$ cat config.mk
export PLATFORM = sky130hd
export DESIGN_NAME = command_retry_ack_table_flat
export DESIGN_NICKNAME = d
export VERILOG_FILES = /design/src/cra_pkg.sv /design/src/cra_if.sv /design/src/cra_ctrl.sv /design/src/cra_dp.sv /design/src/command_retry_ack_table.sv /design/src/flat_wrapper.sv
export SDC_FILE = /design/constraint.sdc
export NUM_CORES = 2
export LEC_CHECK = 0
export ABC_AREA = 1
export BUFFER_PORTS_ARGS = -buffer_cell sky130_fd_sc_hd__buf_2
export CAP_MARGIN = 20
export CORE_MARGIN = 2
export CORE_UTILIZATION = 54
export CTS_CLUSTER_SIZE = 14
export DETAILED_ROUTE_END_ITERATION = 10
export MAX_ROUTING_LAYER = met4
export PLACE_DENSITY = 0.7
export SETUP_SLACK_MARGIN = 0.1
export SLEW_MARGIN = 20
export SYNTH_ARGS = -nofsm -noshare
export SYNTH_HDL_FRONTEND = slang
export SYNTH_SLANG_ARGS = --single-unit
$ cat constraint.sdc
create_clock -name clk -period 5.9 [get_ports clk]
set_clock_uncertainty 0.15 [all_clocks]
set_input_delay 0.59 -clock clk [delete_from_list [all_inputs] [get_ports clk]]
set_output_delay 0.59 -clock clk [all_outputs]
set_load 0.05 [all_outputs]
$ cat src/cra_pkg.sv
// Shared types and constants for the command retry/ack table.
// Used by the channel interfaces, the controller, the datapath and the top level.
// Depends on nothing.
package cra_pkg;

  typedef enum logic [1:0] {
    CMD_SEND = 2'd0,
    CMD_ACK  = 2'd1,
    CMD_TICK = 2'd2
  } command_t;

  typedef enum logic [1:0] {
    KIND_TX     = 2'd0,
    KIND_DONE   = 2'd1,
    KIND_REJECT = 2'd2
  } kind_t;

  typedef enum logic [2:0] {
    ST_IDLE,
    ST_DISPATCH,
    ST_SCAN,
    ST_EVAL,
    ST_WAIT_SCAN,
    ST_FINISH,
    ST_WAIT_DONE
  } state_t;

  localparam int unsigned MAX_RESULTS = 16;
  localparam int unsigned NRES_W = 5;
  localparam int unsigned CFG_IDX_W = 8;
  localparam int unsigned CFG_DATA_W = 16;

  localparam logic [7:0] ACK_RESULT_OK = 8'd0;
  localparam logic [CFG_IDX_W-1:0] REG_MAX_RETRIES = 8'd0;
  localparam logic [CFG_IDX_W-1:0] REG_RETRY_DELAY = 8'd1;
  localparam logic [7:0] MAX_RETRIES_RST = 8'd3;
  localparam logic [15:0] RETRY_DELAY_RST = 16'd1000;

  // Commands from the controller to the datapath.
  typedef struct packed {
    logic  accept;
    logic  send_write;
    logic  tick_inc;
    logic  scan_init;
    logic  scan_step;
    logic  resend;
    logic  remove;
    logic  record;
    kind_t rec_kind;
    logic  rec_from_item;
    logic  rec_acc;
    logic  final_out;
  } dp_cmd_t;

  // Status from the datapath to the controller.
  typedef struct packed {
    logic is_send;
    logic is_ack;
    logic is_tick;
    logic full;
    logic idx_zero;
    logic cap_hit;
    logic id_match;
    logic due;
    logic has_retries;
    logic res_ok;
    logic pend_valid;
    logic out_fire;
  } dp_stat_t;

endpackage

$ cat src/cra_if.sv
// Valid/ready channel interfaces for the command retry/ack table.
// Depends on cra_pkg for the configuration port widths.
interface cra_in_if #(parameter int TAG_WIDTH = 8);
  logic                 valid;
  logic                 ready;
  logic [1:0]           command;
  logic [15:0]          command_id;
  logic [TAG_WIDTH-1:0] msg_tag;
  logic [7:0]           ack_result;
  modport source(output valid, command, command_id, msg_tag, ack_result, input ready);
  modport sink(input valid, command, command_id, msg_tag, ack_result, output ready);
endinterface

interface cra_out_if #(parameter int TAG_WIDTH = 8);
  logic                 valid;
  logic                 ready;
  logic [1:0]           kind;
  logic [15:0]          out_command_id;
  logic [TAG_WIDTH-1:0] out_msg_tag;
  logic                 accepted;
  logic                 last;
  modport source(output valid, kind, out_command_id, out_msg_tag, accepted, last,
                 input ready);
  modport sink(input valid, kind, out_command_id, out_msg_tag, accepted, last,
               output ready);
endinterface

interface cra_cfg_if;
  logic                            valid;
  logic                            ready;
  logic [cra_pkg::CFG_IDX_W-1:0]   index;
  logic [cra_pkg::CFG_DATA_W-1:0]  data;
  modport source(output valid, index, data, input ready);
  modport sink(input valid, index, data, output ready);
endinterface

$ cat src/cra_ctrl.sv
// Controller state machine of the command retry/ack table.
// Depends on cra_pkg; drives dp_cmd_t to cra_dp and reads dp_stat_t back.
module cra_ctrl (
  input  logic               clk,
  input  logic               rst,
  input  logic               in_valid,
  output logic               in_ready,
  input  cra_pkg::dp_stat_t  stat,
  output cra_pkg::dp_cmd_t   cmd,
  output cra_pkg::state_t    state
);

  cra_pkg::state_t state_next;

  always_ff @(posedge clk) begin
    if (rst) begin
      state <= cra_pkg::ST_IDLE;
    end else begin
      state <= state_next;
    end
  end

  always_comb begin
    state_next = state;
    cmd = '0;
    cmd.rec_kind = cra_pkg::KIND_TX;
    in_ready = 1'b0;
    unique case (state)
      cra_pkg::ST_IDLE: begin
        in_ready = 1'b1;
        if (in_valid) begin
          cmd.accept = 1'b1;
          state_next = cra_pkg::ST_DISPATCH;
        end
      end
      cra_pkg::ST_DISPATCH: begin
        if (stat.is_send) begin
          cmd.record = 1'b1;
          cmd.rec_from_item = 1'b1;
          if (stat.full) begin
            cmd.rec_kind = cra_pkg::KIND_REJECT;
          end else begin
            cmd.send_write = 1'b1;
          end
          state_next = cra_pkg::ST_FINISH;
        end else if (stat.is_ack) begin
          cmd.scan_init = 1'b1;
          state_next = cra_pkg::ST_SCAN;
        end else if (stat.is_tick) begin
          cmd.tick_inc = 1'b1;
          cmd.scan_init = 1'b1;
          state_next = cra_pkg::ST_SCAN;
        end else begin
          state_next = cra_pkg::ST_IDLE;
        end
      end
      cra_pkg::ST_SCAN: begin
        if (stat.idx_zero || (stat.is_tick && stat.cap_hit)) begin
          state_next = cra_pkg::ST_FINISH;
        end else begin
          cmd.scan_step = 1'b1;
          state_next = cra_pkg::ST_EVAL;
        end
      end
      cra_pkg::ST_EVAL: begin
        state_next = cra_pkg::ST_SCAN;
        if (stat.is_ack) begin
          if (stat.id_match) begin
            cmd.record = 1'b1;
            cmd.rec_kind = cra_pkg::KIND_DONE;
            cmd.rec_acc = stat.res_ok;
            cmd.remove = 1'b1;
            state_next = cra_pkg::ST_FINISH;
          end
        end else if (stat.due) begin
          cmd.record = 1'b1;
          if (stat.has_retries) begin
            cmd.resend = 1'b1;
          end else begin
            cmd.rec_kind = cra_pkg::KIND_DONE;
            cmd.remove = 1'b1;
          end
          // An earlier result goes out now that it is known not to be the last.
          if (stat.pend_valid) begin
            state_next = cra_pkg::ST_WAIT_SCAN;
          end
        end
      end
      cra_pkg::ST_WAIT_SCAN: begin
        if (stat.out_fire) begin
          state_next = cra_pkg::ST_SCAN;
        end
      end
      cra_pkg::ST_FINISH: begin
        if (stat.pend_valid) begin
          cmd.final_out = 1'b1;
          state_next = cra_pkg::ST_WAIT_DONE;
        end else begin
          state_next = cra_pkg::ST_IDLE;
        end
      end
      cra_pkg::ST_WAIT_DONE: begin
        if (stat.out_fire) begin
          state_next = cra_pkg::ST_IDLE;
        end
      end
      default: begin
        state_next = cra_pkg::ST_IDLE;
      end
    endcase
  end

endmodule

$ cat src/cra_dp.sv
// Datapath of the command retry/ack table: entry memory, order list, time,
// configuration registers and result registers. Depends on cra_pkg.
module cra_dp #(
  parameter int TABLE_DEPTH = 16,
  parameter int TAG_WIDTH   = 8
) (
  input  logic                               clk,
  input  logic                               rst,
  input  logic [1:0]                         in_command,
  input  logic [15:0]                        in_command_id,
  input  logic [TAG_WIDTH-1:0]               in_msg_tag,
  input  logic [7:0]                         in_ack_result,
  input  logic                               cfg_we,
  input  logic [cra_pkg::CFG_IDX_W-1:0]      cfg_index,
  input  logic [cra_pkg::CFG_DATA_W-1:0]     cfg_data,
  input  logic                               out_ready,
  output logic                               out_valid,
  output logic [1:0]                         out_kind,
  output logic [15:0]                        out_id,
  output logic [TAG_WIDTH-1:0]               out_tag,
  output logic                               out_acc,
  output logic                               out_last,
  input  cra_pkg::dp_cmd_t                   cmd,
  output cra_pkg::dp_stat_t                  stat
);

  localparam int SW = (TABLE_DEPTH > 1) ? $clog2(TABLE_DEPTH) : 1;
  localparam int CW = $clog2(TABLE_DEPTH + 1);

  logic [7:0]           max_retries;
  logic [15:0]          retry_delay;
  logic [31:0]          time_now;
  logic [CW-1:0]        count;
  logic [CW-1:0]        idx;
  logic [cra_pkg::NRES_W-1:0] nres;

  logic [1:0]           item_cmd;
  logic [15:0]          item_id;
  logic [TAG_WIDTH-1:0] item_tag;
  logic [7:0]           item_res;

  // Position in age order -> memory slot. Slots beyond the count are free.
  logic [SW-1:0]        pos [TABLE_DEPTH];

  logic [15:0]          mem_id  [TABLE_DEPTH];
  logic [TAG_WIDTH-1:0] mem_tag [TABLE_DEPTH];
  logic [7:0]           mem_ret [TABLE_DEPTH];
  logic [31:0]          mem_dl  [TABLE_DEPTH];

  logic [15:0]          rd_id;
  logic [TAG_WIDTH-1:0] rd_tag;
  logic [7:0]           rd_ret;
  logic [31:0]          rd_dl;

  logic [1:0]           pend_kind;
  logic [15:0]          pend_id;
  logic [TAG_WIDTH-1:0] pend_tag;
  logic                 pend_acc;
  logic                 pend_valid;

  logic [CW-1:0]        idx_dec;
  logic [SW-1:0]        wr_addr;
  logic                 wr_en;
  logic [15:0]          wr_id;
  logic [TAG_WIDTH-1:0] wr_tag;
  logic [7:0]           wr_ret;
  logic [31:0]          fresh_dl;
  logic [31:0]          age;
  logic [15:0]          rec_id;
  logic [TAG_WIDTH-1:0] rec_tag;

  assign idx_dec  = idx - CW'(1);
  assign fresh_dl = time_now + 32'(retry_delay);
  assign age      = time_now - rd_dl;
  assign wr_en    = cmd.send_write | cmd.resend;
  assign wr_addr  = cmd.send_write ? pos[count[SW-1:0]] : pos[idx[SW-1:0]];
  assign wr_id    = cmd.send_write ? item_id : rd_id;
  assign wr_tag   = cmd.send_write ? item_tag : rd_tag;
  assign wr_ret   = cmd.send_write ? max_retries : rd_ret - 8'd1;
  assign rec_id   = cmd.rec_from_item ? item_id : rd_id;
  assign rec_tag  = cmd.rec_from_item ? item_tag : rd_tag;

  always_comb begin
    stat.is_send     = (item_cmd == cra_pkg::CMD_SEND);
    stat.is_ack      = (item_cmd == cra_pkg::CMD_ACK);
    stat.is_tick     = (item_cmd == cra_pkg::CMD_TICK);
    stat.full        = (count == CW'(TABLE_DEPTH));
    stat.idx_zero    = (idx == '0);
    stat.cap_hit     = (nres == cra_pkg::NRES_W'(cra_pkg::MAX_RESULTS));
    stat.id_match    = (rd_id == item_id);
    stat.due         = ~age[31];
    stat.has_retries = (rd_ret != 8'd0);
    stat.res_ok      = (item_res == cra_pkg::ACK_RESULT_OK);
    stat.pend_valid  = pend_valid;
    stat.out_fire    = out_valid & out_ready;
  end

  always_ff @(posedge clk) begin
    if (wr_en) begin
      mem_id[wr_addr]  <= wr_id;
      mem_tag[wr_addr] <= wr_tag;
      mem_ret[wr_addr] <= wr_ret;
      mem_dl[wr_addr]  <= fresh_dl;
    end
    if (cmd.scan_step) begin
      rd_id  <= mem_id[pos[idx_dec[SW-1:0]]];
      rd_tag <= mem_tag[pos[idx_dec[SW-1:0]]];
      rd_ret <= mem_ret[pos[idx_dec[SW-1:0]]];
      rd_dl  <= mem_dl[pos[idx_dec[SW-1:0]]];
    end
  end

  always_ff @(posedge clk) begin
    if (cmd.accept) begin
      item_cmd <= in_command;
      item_id  <= in_command_id;
      item_tag <= in_msg_tag;
      item_res <= in_ack_result;
    end
    if (cmd.scan_init) begin
      idx <= count;
    end else if (cmd.scan_step) begin
      idx <= idx_dec;
    end
    if (cmd.record) begin
      pend_kind <= cmd.rec_kind;
      pend_id   <= rec_id;
      pend_tag  <= rec_tag;
      pend_acc  <= cmd.rec_acc;
    end
    if ((cmd.record && pend_valid) || cmd.final_out) begin
      out_kind <= pend_kind;
      out_id   <= pend_id;
      out_tag  <= pend_tag;
      out_acc  <= pend_acc;
      out_last <= cmd.final_out;
    end
  end

  always_ff @(posedge clk) begin
    if (rst) begin
      max_retries <= cra_pkg::MAX_RETRIES_RST;
      retry_delay <= cra_pkg::RETRY_DELAY_RST;
      time_now    <= '0;
      count       <= '0;
      nres        <= '0;
      pend_valid  <= 1'b0;
      out_valid   <= 1'b0;
      for (int j = 0; j < TABLE_DEPTH; j++) begin
        pos[j] <= SW'(j);
      end
    end else begin
      if (cfg_we) begin
        case (cfg_index)
          cra_pkg::REG_MAX_RETRIES: max_retries <= cfg_data[7:0];
          cra_pkg::REG_RETRY_DELAY: retry_delay <= cfg_data;
          default: ;
        endcase
      end
      if (cmd.tick_inc) begin
        time_now <= time_now + 32'd1;
      end
      if (cmd.accept) begin
        nres <= '0;
      end else if (cmd.record) begin
        nres <= nres + cra_pkg::NRES_W'(1);
      end
      if (cmd.send_write) begin
        count <= count + CW'(1);
      end else if (cmd.remove) begin
        count <= count - CW'(1);
        // Close the gap and park the freed slot at the tail of the list.
        for (int j = 0; j < TABLE_DEPTH - 1; j++) begin
          if (CW'(j) >= idx) begin
            pos[j] <= pos[j + 1];
          end
        end
        pos[TABLE_DEPTH-1] <= pos[idx[SW-1:0]];
      end
      if (cmd.record) begin
        pend_valid <= 1'b1;
      end else if (cmd.final_out) begin
        pend_valid <= 1'b0;
      end
      if ((cmd.record && pend_valid) || cmd.final_out) begin
        out_valid <= 1'b1;
      end else if (out_valid && out_ready) begin
        out_valid <= 1'b0;
      end
    end
  end

endmodule

$ cat src/command_retry_ack_table.sv
// Top level of the command retry/ack table.
// Depends on cra_pkg, cra_if.sv, cra_ctrl and cra_dp.
//
// Usage:
//   req carries one word per item: command (send, ack or tick), command_id,
//   msg_tag and ack_result. rsp carries result words: kind, out_command_id,
//   out_msg_tag, accepted and last, which marks the final result of an item.
//   cfg writes max_retries (index 0) and retry_delay (index 1); it is always
//   ready and should be used only while the block is idle.
// Timing:
//   One item is processed at a time; req.ready is high only when idle.
//   A send's result is recorded in the dispatch state and its word is made
//   valid from the finish state. An ack or tick walks the table from newest
//   to oldest; each entry passes a scan state (registered entry memory read
//   through the order list) and an evaluate state. An ack stops at its
//   matching entry and a tick stops once the result cap is hit. Input
//   reopens in the cycle after the last word is taken.
//   Each result is held until taken; while rsp.ready is low the scan waits.
// Reset:
//   rst empties the table, clears the tick counter and restores max_retries
//   to 3 and retry_delay to 1000. No clearing pass is needed.
module command_retry_ack_table #(
  parameter int TABLE_DEPTH = 16,
  parameter int TAG_WIDTH   = 8
) (
  input logic clk,
  input logic rst,
  cra_in_if.sink   req,
  cra_out_if.source rsp,
  cra_cfg_if.sink  cfg
);

  cra_pkg::dp_cmd_t  dcmd;
  cra_pkg::dp_stat_t dstat;
  cra_pkg::state_t   state;
  logic              in_ready;
  logic [1:0]        out_kind;

  assign req.ready = in_ready;
  assign cfg.ready = 1'b1;
  assign rsp.kind  = out_kind;

  cra_ctrl u_ctrl (
    .clk      (clk),
    .rst      (rst),
    .in_valid (req.valid),
    .in_ready (in_ready),
    .stat     (dstat),
    .cmd      (dcmd),
    .state    (state)
  );

  cra_dp #(
    .TABLE_DEPTH (TABLE_DEPTH),
    .TAG_WIDTH   (TAG_WIDTH)
  ) u_dp (
    .clk           (clk),
    .rst           (rst),
    .in_command    (req.command),
    .in_command_id (req.command_id),
    .in_msg_tag    (req.msg_tag),
    .in_ack_result (req.ack_result),
    .cfg_we        (cfg.valid),
    .cfg_index     (cfg.index),
    .cfg_data      (cfg.data),
    .out_ready     (rsp.ready),
    .out_valid     (rsp.valid),
    .out_kind      (out_kind),
    .out_id        (rsp.out_command_id),
    .out_tag       (rsp.out_msg_tag),
    .out_acc       (rsp.accepted),
    .out_last      (rsp.last),
    .cmd           (dcmd),
    .stat          (dstat)
  );

  // A result word is never shown while a new item can be taken.
  a_no_overlap: assert property (@(posedge clk) disable iff (rst)
    rsp.valid |-> !req.ready)
    else $error("result word pending while input is ready");

  // After an item is taken, input is closed in the following cycle.
  a_one_item: assert property (@(posedge clk) disable iff (rst)
    (req.valid && req.ready) |=> !req.ready)
    else $error("second item taken back to back");

  // No result is left pending once the block is idle.
  a_idle_clean: assert property (@(posedge clk) disable iff (rst)
    (state == cra_pkg::ST_IDLE) |-> !dstat.pend_valid)
    else $error("pending result left in idle");

endmodule
$ cat src/flat_wrapper.sv
// flat-port wrapper written by rule: the top's interface ports become plain ports
module command_retry_ack_table_flat 
#(
  parameter int TABLE_DEPTH = 16,
  parameter int TAG_WIDTH   = 8
)
  (clk, rst, req_valid, req_command, req_command_id, req_msg_tag, req_ack_result, req_ready, rsp_valid, rsp_kind, rsp_out_command_id, rsp_out_msg_tag, rsp_accepted, rsp_last, rsp_ready, cfg_valid, cfg_index, cfg_data, cfg_ready);
  cra_in_if #(.TAG_WIDTH(TAG_WIDTH)) req_i ();
  cra_out_if #(.TAG_WIDTH(TAG_WIDTH)) rsp_i ();
  cra_cfg_if cfg_i ();
  input logic clk;
  input logic rst;
  input wire logic [$bits(req_i.valid)-1:0] req_valid;
  input wire logic [$bits(req_i.command)-1:0] req_command;
  input wire logic [$bits(req_i.command_id)-1:0] req_command_id;
  input wire logic [$bits(req_i.msg_tag)-1:0] req_msg_tag;
  input wire logic [$bits(req_i.ack_result)-1:0] req_ack_result;
  output wire logic [$bits(req_i.ready)-1:0] req_ready;
  output wire logic [$bits(rsp_i.valid)-1:0] rsp_valid;
  output wire logic [$bits(rsp_i.kind)-1:0] rsp_kind;
  output wire logic [$bits(rsp_i.out_command_id)-1:0] rsp_out_command_id;
  output wire logic [$bits(rsp_i.out_msg_tag)-1:0] rsp_out_msg_tag;
  output wire logic [$bits(rsp_i.accepted)-1:0] rsp_accepted;
  output wire logic [$bits(rsp_i.last)-1:0] rsp_last;
  input wire logic [$bits(rsp_i.ready)-1:0] rsp_ready;
  input wire logic [$bits(cfg_i.valid)-1:0] cfg_valid;
  input wire logic [$bits(cfg_i.index)-1:0] cfg_index;
  input wire logic [$bits(cfg_i.data)-1:0] cfg_data;
  output wire logic [$bits(cfg_i.ready)-1:0] cfg_ready;
  assign req_i.valid = req_valid;
  assign req_i.command = req_command;
  assign req_i.command_id = req_command_id;
  assign req_i.msg_tag = req_msg_tag;
  assign req_i.ack_result = req_ack_result;
  assign req_ready = req_i.ready;
  assign rsp_valid = rsp_i.valid;
  assign rsp_kind = rsp_i.kind;
  assign rsp_out_command_id = rsp_i.out_command_id;
  assign rsp_out_msg_tag = rsp_i.out_msg_tag;
  assign rsp_accepted = rsp_i.accepted;
  assign rsp_last = rsp_i.last;
  assign rsp_i.ready = rsp_ready;
  assign cfg_i.valid = cfg_valid;
  assign cfg_i.index = cfg_index;
  assign cfg_i.data = cfg_data;
  assign cfg_ready = cfg_i.ready;
  command_retry_ack_table #(.TABLE_DEPTH(TABLE_DEPTH), .TAG_WIDTH(TAG_WIDTH)) u_core (.clk(clk), .rst(rst), .req(req_i), .rsp(rsp_i), .cfg(cfg_i));
endmodule
==> results.ini <==
[global_route]
grt_max_degree=201
grtUsageTotal=0.302
grt_pass1_vias=39800
overflow=0
antenna_found_initial=9
grt_pass1_wl_um=249000

[die]
io_pins=94
dieArea_um2=113000
die_width_um=336
rows=121
initial_utilization=0.546
fp.dieH_um=336
core_um2=109000

[layout]
num-fill-cells=8655
register_area_um2=39000
multi_input_area_um2=17100
layout.nets=5829
final_cells=7227
fin_util=0.613
area_growth_pct=12.3
stdcell_area_um2=66800
drive_above_1_share=0.0830

[pwr]
intPower_mw=18.7
p_sw_mw=11.2
power_density_nw_per_um2=447
power_frac_comb=0.343
p_seq_frac=0.370
clockPowerShare=0.288
ir_worst_vdd_mv=0.463
total_power_mw=29.9
switching_share=0.374
p_leak_nw=26.2

[sta]
setup_viol=0
rsz0062_at_grt=false
post-route-min-period_ns=4.81
fin_setup_tns_ns=0
hold_viol=0
worst_slew_pin_slew_ns=1.19
timing.final.crit_share=0.816
max-slew-margin-rel=0.209
max_freq_mhz=208
slew_viol_final=0
setup_ws_ns=1.09
hold_slack_ns=0.190

[setup_path]
cp.arrival_ns=5.04
critPathBufInv=2
setup.worst_path.end_class=flip-flop
crit_fanout=42
worstSetupPathType=reg -> reg
slowest_stage=nor2_4
path_cells=ha_1 > nand2_1 > inv_1 > a21oi_1 > nand2_1 > nand2_1 > nand2_1 > nand2_1 > nand2_1 > nand2_1 > nand3_1 > o21ai_0 > nand3_1 > nor2_4 > buf_4
crit_top_cell=nand2_1
worstPathRequired_ns=6.13
max_stage_delay_ns=0.85
path_delay_family=simple AND/OR/NAND/NOR gates
critPathLaunchType=flip-flop

[synth]
syn_nets=5744
synth_warnings=0
yosysMostFrequentCell=nand2_1
synth_seq_cells=1325
synth.distinct_cells=47
synthTopCellsByArea=edfxtp_1, nand2_1, nand3_1, inv_1, nand3b_1
ys_top_cells_by_count=nand2_1, edfxtp_1, nand3_1
synth_top_area_cell=edfxtp_1
seq_area_frac_synth=0.655
avgSynthCellArea_um2=10.6
syn_inst=5618
synth-edff-count=1246
yosys_most_used_dff=edfxtp_1
syn_area_um2=59500
synth-async-reset-ratio=0
synth_top_cell_area_share=0.629

[route]
drtIter0Drc=5560
drt-total-wl_um=166000
wire_per_inst_um=23.0
first_pass_iters=6
via_count=42400
drcViolationCount=0
vias_per_cell=5.87
ant_nets=0

[cts]
htree_levels=4
cts_buffers=139
clock_sinks=1325
worst_setup_hold_path_clk_slew_ns=0.06
clk_path_buf_depth=3
cts_tree=built
worstSkewPairLatency_ns=0.75
cts-root-buf=clkbuf_16

[placement]
io_buffers=92
pre_cts_slack_ns=1.15
post-place-cells=6925
place_congestion=0.947
dp_hpwl_um=98500
placed_area_um2=61900

[outcome]
run_status=complete, no violations

[min_path]
hp-class=in -> reg

[job]
maxCapViolCount=0

==> what timing repair did <==
| action | CTS | global route |
|---|---|---|
| resized for setup | 0 | 0 |
| setup buffers | 0 | 0 |
| hold buffers | 51 | 0 |
| endpoints found under the setup margin | 0 | 0 |
| hold endpoints to repair | 54 | 0 |
==> power groups by stage <==
stage / Sequential (mW) / Combinational [mW] / Clock, mW
after floorplan: 11.2 / 6.71 / 0
after global placement: 11.2 / 9.96 / 0
after detailed placement: 11.2 / 10.0 / 0
after CTS: 11.0 / 10.1 / 8.67
after global routing: 11.1 / 11.1 / 9.06
final: 11.0 / 10.2 / 8.59
==> per-layer routing <==
layer  wire [µm]  track usage  vias up
met3       14700       0.0405      309
met5           0            -        -
met2       75800        0.455     2036
met1       70400        0.428    20600
met4        5050        0.101        0
li1            -            -    19500
==> cell usage in the layout, fill, tap and decap left out, types with 4 or more instances in the layout <==
cell type / synthesis / layout
o221ai_1: 5 / 5
or2_2: 11 / 11
o21ai_1: 4 / 10
nor2_4: 0 / 17
nand4_1: 26 / 26
xor2_2: 0 / 12
nand2_4: 1 / 4
buf_4: 14 / 96
inv_2: 7 / 7
o21ai_2: 0 / 4
inv_1: 572 / 569
dlygate4sd3_1: 0 / 51
nand3_1: 941 / 939
diode_2: 0 / 4
o21ai_0: 205 / 195
bufinv_16: 0 / 13
a21oi_1: 142 / 142
clkinv_2: 0 / 23
buf_2: 187 / 92
nor3_1: 39 / 38
clkbuf_16: 0 / 143
edfxtp_1: 1246 / 1246
nand2_1: 1299 / 1294
xnor2_1: 10 / 8
nor4_1: 7 / 7
a211oi_1: 4 / 4
xor2_1: 41 / 29
clkbuf_1: 89 / 27
inv_6: 0 / 7
nand3b_1: 261 / 261
clkinv_1: 3 / 34
ha_1: 61 / 61
nor2_1: 212 / 195
buf_12: 0 / 30
o211ai_1: 82 / 82
dfxtp_1: 79 / 78
==> worst paths after layout <==
path | startpoint | to | slack, ns | cells after the start
worst min-delay path | cfg_valid | u_core.u_dp.max_retries[1]$_SDFFE_PP1P_ | 0.19 | 4
worst max register to register | u_core.u_dp.time_now[6]$_SDFFE_PP0P_ | u_core.u_dp.mem_id[0][14]$_DFFE_PP_ | 1.09 | 15
worst max-delay path | u_core.u_dp.time_now[6]$_SDFFE_PP0P_ | u_core.u_dp.mem_id[0][14]$_DFFE_PP_ | 1.09 | 15
worst min register to register | u_core.u_dp.pend_tag[1]$_DFFE_PP_ | u_core.u_dp.out_tag[1]$_DFFE_PP_ | 0.27 | 0
==> registers in the layout, indices dropped and copies added, names as in the netlist, 3 cells and up, named ones only <==
signal                   count
u_core.u_ctrl.state          3
u_core.u_dp.item_res         8
u_core.u_dp.pend_id         16
u_core.u_dp.idx              5
u_core.u_dp.rd_ret           8
u_core.u_dp.mem_tag        128
u_core.u_dp.item_tag         8
u_core.u_dp.item_id         16
u_core.u_dp.rd_id           16
u_core.u_dp.rd_tag           8
u_core.u_dp.retry_delay     16
u_core.u_dp.out_tag          8
u_core.u_dp.max_retries      8
u_core.u_dp.pos             64
u_core.u_dp.rd_dl           32
u_core.u_dp.nres             5
u_core.u_dp.mem_id         256
u_core.u_dp.mem_dl         512
u_core.u_dp.out_id          16
u_core.u_dp.time_now        32
u_core.u_dp.count            5
u_core.u_dp.pend_tag         8
u_core.u_dp.mem_ret        128
==> cell type report <==
class	count	area share
flip-flops and latches	1325	0.584
inverters	582	0.0330
clock inverters	77	0.0110
clock buffers	170	0.0551
diodes	4	0.000150
repair buffers	269	0.0343
well taps	1414	0.0265
multi-input cells	3386	0.256
==> tightest hold or removal path, cell delays in order <==
cell	delay (ns)
buf_2	0.10
nand3_1	0.19
nand2_1	0.08
nand3_1	0.08
==> kinds of logic after synthesis <==
logic type / Yosys count / synth area share
adder cells (fa/ha/maj): 63 / 0.0135
buffers and inverters: 907 / 0.0625
XOR/XNOR: 52 / 0.00797
AND/OR/NAND/NOR: 2810 / 0.217
other: 1 / 0.0000630
flip-flops: 1325 / 0.655
AO/OA/AOI/OAI: 460 / 0.0433
Power figures use the tool's default switching activity.
